==> src/rtl/jes_divsqrt.sv <==
// Shared restoring unit: integer square root or unsigned division, one bit per cycle.
module jes_divsqrt (
  input  logic        clk,
  input  logic        rst_n,
  input  logic        go,
  input  logic        is_sqrt,
  input  logic [65:0] x,
  input  logic [65:0] d,
  output logic        done,
  output logic [65:0] q
);

  logic [67:0] rem_r;
  logic [65:0] num_r, den_r, q_r;
  logic [6:0]  cnt_r;
  logic        run_r, sq_r;
  logic [67:0] trial;
  logic [67:0] rem_sh;

  always_comb begin
    if (sq_r) begin
      rem_sh = {rem_r[65:0], num_r[65:64]};
      trial  = {q_r[65:0], 2'b01};
    end else begin
      rem_sh = {rem_r[66:0], num_r[65]};
      trial  = {2'b00, den_r};
    end
  end

  assign done = !run_r;
  assign q    = q_r;

  always_ff @(posedge clk) begin
    if (!rst_n) begin
      run_r <= 1'b0;
    end else if (go) begin
      run_r <= 1'b1; sq_r <= is_sqrt; num_r <= x; den_r <= d;
      rem_r <= '0; q_r <= '0;
      cnt_r <= is_sqrt ? 7'd33 : 7'd66;
    end else if (run_r) begin
      if (rem_sh >= trial) begin
        rem_r <= rem_sh - trial; q_r <= {q_r[64:0], 1'b1};
      end else begin
        rem_r <= rem_sh; q_r <= {q_r[64:0], 1'b0};
      end
      num_r <= sq_r ? {num_r[63:0], 2'b00} : {num_r[64:0], 1'b0};
      cnt_r <= cnt_r - 1'b1;
      if (cnt_r == 7'd1) run_r <= 1'b0;
    end
  end

endmodule

==> config.mk <==
export PLATFORM = sky130hd
export DESIGN_NAME = jes_divsqrt
export DESIGN_NICKNAME = d
export VERILOG_FILES = /design/src/rtl/jes_divsqrt.sv
export SDC_FILE = /design/constraint.sdc
export NUM_CORES = 1
export LEC_CHECK = 0
export ABC_AREA = 1
export BUFFER_PORTS_ARGS = -buffer_cell sky130_fd_sc_hd__buf_2
export CAP_MARGIN = 10
export CORE_MARGIN = 5
export CORE_UTILIZATION = 55
export DETAILED_ROUTE_END_ITERATION = 10
export PLACE_DENSITY = 0.77
export SYNTH_ARGS = -nofsm -noshare
export SYNTH_HDL_FRONTEND = slang
export SYNTH_SLANG_ARGS = --single-unit
==> constraint.sdc <==
create_clock -name clk -period 6.65 [get_ports clk]
set_input_delay 0.665 -clock clk [delete_from_list [all_inputs] [get_ports clk]]
set_output_delay 0.665 -clock clk [all_outputs]
set_load 0.02 [all_outputs]
**After elaboration in Yosys (flattened, before gate mapping)**

Cells that the tools add are included.

- Word-level logic and storage cells: 30
- Flip-flop bits (word level): 274
- Bits in latches: 0
- Output and inout port bits: 67
- Memories: 0
- Input bits: 136
- RAM bits: 0
- ROM bits: 0

- Equal/unequal tests: 1
- Mux-type cells: 15
- Order comparisons: 1
- Bitwise gates (word level): 0
- Add/sub/neg operators: 2
- Div/mod/pow operators: 0
- Reductions and logical operators: 4
- Multiply operators: 0
- Shift operators: 0

Operators by type and width:

| kind | number |
|---|---|
| $mux 66 | 4 |
| $mux 68 | 2 |
| $mux 67 | 2 |
| $ge 68x68->1 | 1 |
| $sub 67x67->67 | 1 |
| $mux 7 | 3 |
| $eq 7x1->1 const B | 1 |
| $sub 7x1->7 const B | 1 |
| $mux 1 | 4 |
| $reduce_and 2->1 | 2 |
| $reduce_bool 2->1 | 1 |
| $logic_not 1->1 | 1 |

**Logic depth before layout (Yosys ltp)**

Gate-level depths: netlist of the first run.

- Word-level depth: 4
- Depth in mapped cells: 24
- Depth with buffers taken out: 22

**Worst setup path before layout of the first run**

OpenSTA, ideal clock, no wires.

- Path type: input -> register
- Start point: in go
- End point: reg cnt_r[0] (enable)
- Path buffers: 2
- Path slack: 0.423 ns
- Library setup time: 0.574 ns
- Stages on the path: 4
- Data required time: 6.076 ns
- Arrival time: 5.653 ns
- Path through: clkbuf_1 -> clkbuf_1 -> nand2_1 -> nand2_1

- Word-level cells in the longest chain between the ends: 2

RTL lines:

| what | RTL line | source |
|---|---|---|
| from (decl) | 5 | `input logic go,` |
| $reduce_bool 2->1 (no line) | -- |  |
| $reduce_and 2->1 (no line) | -- |  |
| to (signal assigned) | 39 | `cnt_r <= is_sqrt ? 7'd33 : 7'd66;` |
| to (signal assigned) | 47 | `cnt_r <= cnt_r - 1'b1;` |
| to (decl) | 15 | `logic [6:0] cnt_r;` |

Every way passes these cells.
A chain may end at the register's enable or synchronous reset.

**Worst setup path in the final report of the first run**

- Start point: reg sq_r
- End point: reg rem_r[58], data pin

- Word-level cells in the longest chain between the ends: 4
- Elaborated cells between the ends (all ways): 6
- Those cells by class: add/sub (1); order compare (1); mux (4)

RTL lines:

| what | RTL line | source |
|---|---|---|
| from (decl) | 16 | `logic run_r, sq_r;` |
| from (signal assigned) | 37 | `run_r <= 1'b1; sq_r <= is_sqrt; num_r <= x; den_r <= d;` |
| $mux 68 | 21 | `if (sq_r) begin` |
| $sub 67x67->67 or $ge 68x68->1 (tied branches) | 42, 41 |  |
| $mux 67 * | 41 | `if (rem_sh >= trial) begin` |
| $mux 67 * | 40 | `end else if (run_r) begin` |
| to (signal assigned) | 42 | `rem_r <= rem_sh - trial; q_r <= {q_r[64:0], 1'b1};` |
| to (signal assigned) | 44 | `rem_r <= rem_sh; q_r <= {q_r[64:0], 1'b0};` |
| to (decl) | 13 | `logic [67:0] rem_r;` |

Every way passes the cells marked *; elsewhere a longest branch is shown, timed or not. The select of a mux whose other input is x is not followed.

==> results.txt, run 1 <==
- Pin slew with the least headroom to its limit: 1.16 ns
- Biggest area consumer among synthesized cells: sky130_fd_sc_hd__edfxtp_1
- Crit path capture: rem_r[58]$_SDFFCE_PP0P_
- For the worst-skew pair, the clock arrives at the later sink with an insertion delay of 0.59 ns.
* Post-CTS Repair Setup Buffers: 0
* Logic gate share of total power: 37.5%
- Number of antenna violations at the first check in global routing: 0
- The endpoint identified for the worst register-to-register timing path is rem_r[58]$_SDFFCE_PP0P_.
- Crit path max-delay family: simple AND/OR/NAND/NOR gates
* GR met2 Demand/Resource: 48.1%
- CTS tree: built
- In this run the power spent charging and discharging nets is 2420 uW.
* Power density normalized to cell area: 291 nW/um2
- Total of fill cells in the finished design: 3,141
* Vias: 17,800
- Clock tree synthesis selected as its root buffer the cell sky130_fd_sc_hd__clkbuf_16.
* Initial core utilization: 55.5%
- After clock tree synthesis, the clock-pin slew on the worst setup and hold paths is 0.06 ns.
- Hold repair after CTS inserted 0 buffers.
- The clock period could shrink to 4.74 ns.
* Total CTS buffers: 30
- When the netlist entered floorplanning its net count stood at 2,913.
* CP Buf/Inv Count: 4
- Cell at the slowest stage of the critical path: sky130_fd_sc_hd__buf_4
* Overflow after GRT: 0
- Number of storage elements in the synthesis netlist: 274
* Mean instance size in the synthesized netlist: 7.05 um2
- In the final routed layout, each cell accounts on average for 17.6 um.
* Worst Setup Path Type: reg2reg
- For the worst setup path, the data required time is 6.94 ns.
* H-Tree Depth: 1
- Crit. Startpoint: sq_r$_DFFE_PP_
- Number of buffers on the longest clock path: 3
- Sequential elements use 43.1% of the synthesized area.
- After clock tree synthesis, the repair step resized 0 gates.
* Fraction of layout instances using a drive strength above 1: 11.3%
- Highest attainable clock frequency: 0.211 GHz
- Entering global routing, the biggest net connects 245 pins.
* Final total negative setup slack: 0 ns
- After floorplanning, the core was sized to cover 34,400 um2.
- Once placement completed, the tool counted placed cells totaling 3,290.
- Synthesis handed over a netlist of 2,706 instances.
- Cell variety after synth: 39
* Top cells by area in the synthesized netlist: sky130_fd_sc_hd__edfxtp_1, sky130_fd_sc_hd__nand2_1, sky130_fd_sc_hd__inv_1, sky130_fd_sc_hd__nor2_1, sky130_fd_sc_hd__a21oi_1
* Post-route antenna net violation count: 0
- Die area: 38,500 um2
- The tightest min-delay check is of the in2reg type.
* Status: complete, no violations
- Net switching is 38.8% of the power.
- Average via count per standard cell: 5.32
- In this run the static leakage power is 0.0107 uW.
- The clock arrives with 0.0220 ns of skew.
- During synthesis, Yosys emitted a total of 0 warnings.
- The first global-routing pass estimated 91,500 um of wire.
* Overall die height: 196 um
- The cell area that synthesis handed to floorplanning was 19,100 um2.
- Traced cell by cell, the critical path runs through clkinv_2, buf_4, or2_2, o21ai_0, ha_1, fa_1, inv_1, nand2_1, nand2_1, and2_1, nand2_1, nand3_1, nand2_1, nand3_2, nand2_4, nand2_4, buf_4, nand2_1, nand2_1, nor2_1.
- Setup violations remaining at the end of the flow were counted as 0.
- In this run the horizontal extent of the chip is 196 um.
- The clock network is responsible for 26.7% of the overall power.
* Fraction of post-synthesis cell area in the top cell type by area: 43.0%
* Max incr delay on CP: 0.70 ns
- Critical register-to-register path startpoint: sq_r$_DFFE_PP_
* Cell with the most instances on the worst path: sky130_fd_sc_hd__nand2_1
- 203 I/O pins were placed.
- Final weighted congestion of routability-driven global placement: 1.02
- Number of max-slew violations in the final report: 0
- DRC violation count after routing: 0
- Count of input and output buffers: 202
* Area taken by multi-input logic gates: 8760 um2
- Clock sink count: 274
* Detailed Routing Iterations Pass 1: 6
- Vias in the first global route: 16,800
- In this run, flip-flops and latches consume 35.8% of the power.
* Most used flip-flop cell after synthesis: sky130_fd_sc_hd__edfxtp_1
* Gr busiest metal: met2
- Of all nets on the critical path, the largest fanout is 86.
- Total non-filler cell area in the finished layout: 21,400 um2
- The worst pin sits at a relative slew slack of 22.5%.
- Compared with the post-synthesis result, the final layout area differs by 12.2%.
* Fin nets: 3,074
- Number of design-rule violations left by the first detailed-router iteration: 1,536
* Final core utilization: 62.3%
* Sequential cell area: 8220 um2
- Cell Int Power: 3810 uW
* Kind of start point of the critical path: register
* Non-Filler Instances: 3,346
- The wire-length estimate of the detail-placed layout is 44,800 um.
* Worst R2R Path Depth: 20
- Across the run, the number of max-cap violations was 0.
- For flop-to-flop paths, the worst setup slack is 1.91 ns.
- Total global routing track utilization: 29.9%
- Global routing consumed, on the met3 layer, 3.13% of the routing resources.
- Data on the critical path arrives at its endpoint at 5.03 ns.
- GR Layer Usage met1: 43.3%
- Once placement finished, the instance area stood at 20,400 um2.
- Worst Setup End Kind: register
- Setup repair after global routing left no endpoint under its margin.
- Number of enable-type register cells in the synthesized netlist: 273
* Worst supply voltage drop on vdd: 0.259 mV
- Power, Total: 6230 uW
- The critical path crosses 20 cells after its start point.
* Final critical-path share of the clock period: 71.2%
* Async set or reset register ratio after synthesis: 0%
- Detailed-route wire length: 59,000 um
- Final hold vios: 0
* Row count: 68
-- power groups by stage --
stage          sequential (uW)  clock (uW)  combinational (uW)
6_report                  2230        1660                2340
5_1_grt                   2240        1770                2610
2_1_floorplan             2290           0                1590
3_3_place_gp              2250           0                2260
4_1_cts                   2220        1690                2300
3_5_place_dp              2260           0                2290
-- layer usage --
metal / share of wire, % / wire [um]
met3: 8.1 / 4770
met4: 2.9 / 1740
met1: 44 / 25900
met2: 45 / 26600
met5: 0 / 0
-- per-stage QoR --
stage | hold WS [ns] | worst slack (ns)
after floorplan | 0.473 | 0.423
after global placement | 0.530 | 2.14
after detailed placement | 0.555 | 1.99
after CTS | 0.235 | 1.97
after global routing | 0.244 | 1.62
final | 0.255 | 1.91
-- synth_stat cells, types with 7 or more instances --
master                       n
sky130_fd_sc_hd__o21ai_0   177
sky130_fd_sc_hd__a21oi_1   184
sky130_fd_sc_hd__nor3_1     15
sky130_fd_sc_hd__clkbuf_1   59
sky130_fd_sc_hd__xor2_1     32
sky130_fd_sc_hd__nand2_1   910
sky130_fd_sc_hd__or2_2      18
sky130_fd_sc_hd__nand3_1    53
sky130_fd_sc_hd__nor2_1    337
sky130_fd_sc_hd__nor4_1      8
sky130_fd_sc_hd__o21ai_1    10
sky130_fd_sc_hd__nand4_1    13
sky130_fd_sc_hd__nor2_2     24
sky130_fd_sc_hd__nand3b_1   19
sky130_fd_sc_hd__inv_2      11
sky130_fd_sc_hd__ha_1       70
sky130_fd_sc_hd__buf_1      16
sky130_fd_sc_hd__buf_6       7
sky130_fd_sc_hd__inv_1     443
sky130_fd_sc_hd__edfxtp_1  273
-- final cells by class --
| type | instances | share of cell area, % |
|---|---|---|
| tap | 455 | 2.66 |
| sequential | 274 | 38.4 |
| multi-input combinational | 1890 | 40.9 |
| inverter | 455 | 7.99 |
| timing repair buffer | 216 | 5.40 |
| clock inverter | 13 | 0.637 |
| clock buffer | 42 | 3.95 |
| antenna | 1 | 0.0117 |
-- flip-flops by register name, indices dropped and copies added, names as in the netlist --
name / cells
cnt_r: 7
den_r: 66
num_r: 66
q: 66
rem_r: 67
run_r: 1
sq_r: 1
-- worst reg2reg max path, stage by stage (launching register included) --
cell and delay [ns]:
sky130_fd_sc_hd__edfxtp_1 0.44, sky130_fd_sc_hd__clkinv_2 0.08, sky130_fd_sc_hd__buf_4 0.70, sky130_fd_sc_hd__or2_2 0.26, sky130_fd_sc_hd__o21ai_0 0.11, sky130_fd_sc_hd__ha_1 0.29, sky130_fd_sc_hd__fa_1 0.40, sky130_fd_sc_hd__inv_1 0.11
sky130_fd_sc_hd__nand2_1 0.05, sky130_fd_sc_hd__nand2_1 0.07, sky130_fd_sc_hd__and2_1 0.18, sky130_fd_sc_hd__nand2_1 0.07, sky130_fd_sc_hd__nand3_1 0.30, sky130_fd_sc_hd__nand2_1 0.16, sky130_fd_sc_hd__nand3_2 0.14, sky130_fd_sc_hd__nand2_4 0.18
sky130_fd_sc_hd__nand2_4 0.13, sky130_fd_sc_hd__buf_4 0.49, sky130_fd_sc_hd__nand2_1 0.16, sky130_fd_sc_hd__nand2_1 0.09, sky130_fd_sc_hd__nor2_1 0.04
-- how the worst min path moves through the flow --
stage	from	end	slack, ns	depth (start not counted)
6_report	d[32]	den_r[32]$_DFFE_PP_	0.26	1
4_1_cts	d[32]	den_r[32]$_DFFE_PP_	0.23	1
3_3_place_gp	cnt_r[2]$_SDFFCE_PP0P_	run_r$_SDFF_PN0_	0.53	2
3_5_place_dp	cnt_r[2]$_SDFFCE_PP0P_	run_r$_SDFF_PN0_	0.55	2
5_1_grt	d[14]	den_r[14]$_DFFE_PP_	0.24	1
2_1_floorplan	run_r$_SDFF_PN0_	run_r$_SDFF_PN0_	0.47	2
-- cell families after synthesis --
| logic type | Yosys count | share of synthesized area [%] |
|---|---|---|
| buffers and inverters | 542 | 11.0 |
| AOI/OAI and AO/OA | 378 | 10.1 |
| DFF | 274 | 43.1 |
| xor gates and xnor gates | 33 | 1.52 |
| and+or+nand+nor | 1408 | 29.6 |
| adders and majority gates | 71 | 4.70 |
-- cell usage in the layout (no fill, tap or decap), drive strengths merged --
master,instances
a21oi,185
a31oi,1
and2,1
and3,1
buf,216
bufinv,2
clkbuf,42
clkinv,12
dfxtp,1
diode,1
edfxtp,273
fa,1
ha,70
inv,454
nand2,914
nand3,54
nand3b,19
nand4,13
nor2,362
nor2b,1
nor3,16
nor4,8
nor4b,1
o21a,1
o21ai,187
o21bai,2
o31ai,2
or2,18
xnor2,1
xor2,32
Power figures use the tool's default switching activity.
==> run 2, diff against run 1 <==
--- a/config.mk
+++ b/config.mk
@@ -9,9 +9,9 @@
 export BUFFER_PORTS_ARGS = -buffer_cell sky130_fd_sc_hd__buf_2
 export CAP_MARGIN = 10
 export CORE_MARGIN = 5
-export CORE_UTILIZATION = 55
+export CORE_UTILIZATION = 60
 export DETAILED_ROUTE_END_ITERATION = 10
-export PLACE_DENSITY = 0.77
+export PLACE_DENSITY = 0.8
 export SYNTH_ARGS = -nofsm -noshare
 export SYNTH_HDL_FRONTEND = slang
 export SYNTH_SLANG_ARGS = --single-unit
==> constraint.sdc (replaced) <==
create_clock -name clk -period 4.4 [get_ports clk]
set_input_delay 0.44 -clock clk [delete_from_list [all_inputs] [get_ports clk]]
set_output_delay 0.44 -clock clk [all_outputs]
set_load 0.02 [all_outputs]
==> run 2 against run 1 <==
Clock skew fell by 0.0025 ns. Count of clock-buffer cells in the layout unchanged. Via count grew 1.8%. Wire length fell by 1.3%. Register-to-register slack got worse by 1.6 ns. Hold slack lost 0.23 ns. Clock power up 49%. Non-clock buffer count is 8 higher. Sequential share of layout area about the same. Global-route usage rose by 2.2 points. Core utilization is 5.8 points higher.
==> results.txt, run 2 (same netlist as run 1, synthesis figures left out) <==
- TritonCTS built the clock tree.
- The detail-routed net length per standard cell is 17.7 um (+0.21%).
- The initial antenna violation count is 0 (unchanged).
* GR met2 Demand/Resource: 52.8% (+4.8 points)
* Pin slew with the least headroom to its limit: 0.958 ns (-0.205 ns)
* Detailed Place HPWL: 44,400 um (-0.76%)
* Die area: 35,400 um2 (-7.9%)
- The final number of max-transition violations is 0 (unchanged).
- Post-route antenna net violation count: 0 (unchanged)
- The maximum clock skew at final layout was 0.0195 ns (-0.00250 ns).
* Power density normalized to cell area: 439 nW/um2 (+51%)
- Met3 routing resource usage after global routing: 4.43% (+1.3 points)
- The arrival time reported for the critical path endpoint is 4.50 ns (-0.53 ns).
- Most frequent standard cell in the layout excluding fill and tap cells: sky130_fd_sc_hd__nand2_1
* Maximum number of pins on one net before global-route repair: 94 (-62%)
* Unrepaired setup endpoints after global routing: no
- The worst slack at placement is 0.435 ns (-1.56 ns).
- The top-level port count came to 203 (unchanged).
- The floorplan row count is 65 (-4.4%).
- Count of input and output buffers: 202 (unchanged)
* Total non-filler cell area in the finished layout: 21,400 um2 (about the same)
- The global-route wire length before repair was 91,800 um (+0.29%).
* Kind of start point of the critical path: register
- Worst Setup End Kind: register
- The run finished with clean final reports.
- Ranked by flip-flop count, first place goes to rem_r.
* Data required time at the worst endpoint: 4.83 ns (-2.11 ns)
* Vias in the first global route: 17,200 (+2.3%)
- The number of search-and-repair iterations in the first detailed-routing pass is 6 (unchanged).
- Worst supply voltage drop on vdd: 0.328 mV (+26%)
* Clock latency of the later-clocked register in the worst-skew pair: 0.58 ns (about the same)
- The largest individual stage delay along the critical path comes from the cell sky130_fd_sc_hd__inv_2.
- Leaving out fill and tap cells, the most frequent cells in the layout are sky130_fd_sc_hd__nand2_1, sky130_fd_sc_hd__inv_1, sky130_fd_sc_hd__nor2_1, sky130_fd_sc_hd__edfxtp_1, sky130_fd_sc_hd__buf_2.
- The global routing stage identified its most utilized layer as met2.
* Initial core utilization: 60.6% (+5.1 points)
- H-Tree Depth: 1 (unchanged)
* CP Buf/Inv Count: 5 (+1)
- The antenna diode count was 0 (-1).
- The number of CTS-inserted buffers came to 29 (-3.3%).
* Max FFs per register: 67 (unchanged)
- GR Layer Usage met1: 45.2% (+1.8 points)
- The root buffer cell chosen for the clock tree is sky130_fd_sc_hd__clkbuf_16.
- The global-route congestion overflow total was 0 (unchanged).
* Worst Slack Setup Final: 0.327 ns (-1.58 ns)
* Clock slew seen by the registers of the worst setup and hold paths: 0.07 ns (about the same)
- The vertical die dimension is 188 um (-4.0%).
- Setup Viol. Count Final: 0 (unchanged)
* Vias: 18,100 (+1.8%)
- Detailed-route wire length: 58,300 um (-1.3%)
- The number of buffers inserted by hold repair at cts came to 0 (unchanged).
- By instance count, the cell type seen most on the critical path is sky130_fd_sc_hd__nand2_1.
* Critical Path Fanout Max: 39 (-55%)
- DRC violation count after routing: 0 (unchanged)
- Final hold vios: 0 (unchanged)
- The final estimated routing congestion in global placement is 1.02 (+0.58%).
* Crit path max-delay family: buffers and inverters
* Highest attainable clock frequency: 0.246 GHz (+16%)
- The setup path with the least slack is of type reg2reg.
- Minimum period implied by the final worst setup slack: 4.07 ns (-0.665 ns)
- The standby leakage power came to 0.0108 uW (+0.30%).
- The CTS sink count is 274 (unchanged).
- Fraction of layout instances using a drive strength above 1: 11.3% (+0.050 points)
- Average via count per standard cell: 5.49 (+3.3%)
- Max incr delay on CP: 0.66 ns (-0.04 ns)
- Final total negative setup slack: 0 ns (unchanged)
- Area of the core: 31,500 um2 (-8.4%)
* Max_slew headroom: 36.1% (+14 points)
- The number of maximum-capacitance violations was 0 (unchanged).
* Area growth from synthesis to layout: 12.3% (about the same)
- The violation count after the first detailed-routing iteration is 1,767 (+15%).
- Die Wd: 188 um (-4.0%)
- The final layout net count came to 3,081 (+0.23%).
- The largest buffer count on any clock path is 3 (unchanged).
- Post-place instance area: 20,500 um2 (+0.20%)
* Total global routing track utilization: 32.1% (+2.2 points)
- Final critical-path share of the clock period: 92.6% (+21 points)
- Walking the worst path, the cells encountered are clkinv_2, buf_4, o21ai_0, ha_1, nand2_1, nand2_1, nand2_1, nand2_1, inv_1, nand2_1, inv_1, nand3_1, nand2_1, nand3_2, nand2_4, nand2_4, inv_2, nor2_1, nor2_1.
- The post-route total power came to 9390 uW (+51%).
- The path class of the tightest hold or removal check is in2reg.
## run 2: per-layer routing
layer | wire length (um) | share of wire (%)
met5 | 0 | 0
met4 | 1540 | 2.6
met3 | 4930 | 8.5
met2 | 26900 | 46
met1 | 24900 | 43
## run 2: layout make-up
cell class              count  area (um2)
clock inverters            10         135
multi-input cells        1890        8770
flip-flops and latches    274        8220
inverters                 455        1710
fillers                  2673       10100
well taps                 402         503
repair buffers            224        1260
clock buffers              42         815
## run 2: metrics by stage
stage	util (%)	hold slack, ns	std cells
floorplan	-	0.493	2706
global placement	65.0	0.533	3245
detailed placement	65.0	0.547	3245
CTS	68.0	0.0129	3297
global route	68.0	0.0204	3297
finish	68.0	0.0292	3297
## run 2: path summary, 6_finish.rpt
kind                          startpoint                endpoint  slack [ns]  cells after the start
setup / recovery          sq_r$_DFFE_PP_  rem_r[6]$_SDFFCE_PP0P_        0.33                     19
hold / removal                     d[31]     den_r[31]$_DFFE_PP_        0.03                      1
setup reg to reg          sq_r$_DFFE_PP_  rem_r[6]$_SDFFCE_PP0P_        0.33                     19
hold reg to reg   cnt_r[2]$_SDFFCE_PP0P_        run_r$_SDFF_PN0_        0.56                      2
## run 2: repair_timing
action | CTS | global route
resized for setup | 0 | 1
endpoints found under the setup margin | 0 | 2
buffers inserted | 0 | 0
## run 2: worst reg2reg max path, delay by kind of cell (launching register included)
| family | cells | cell delay [ns] |
|---|---|---|
| DFF | 1 | 0.37 |
| adders and majority gates | 1 | 0.38 |
| and+or+nand+nor | 12 | 1.26 |
| buffers and inverters | 5 | 1.45 |
| AOI/OAI and AO/OA | 1 | 0.45 |
## run 2: report_power, final
part | total (uW) | internal [uW] | switching [uW]
clock | 2480 | 1460 | 1030
combinational | 3540 | 1080 | 2460
sequential | 3370 | 3240 | 128
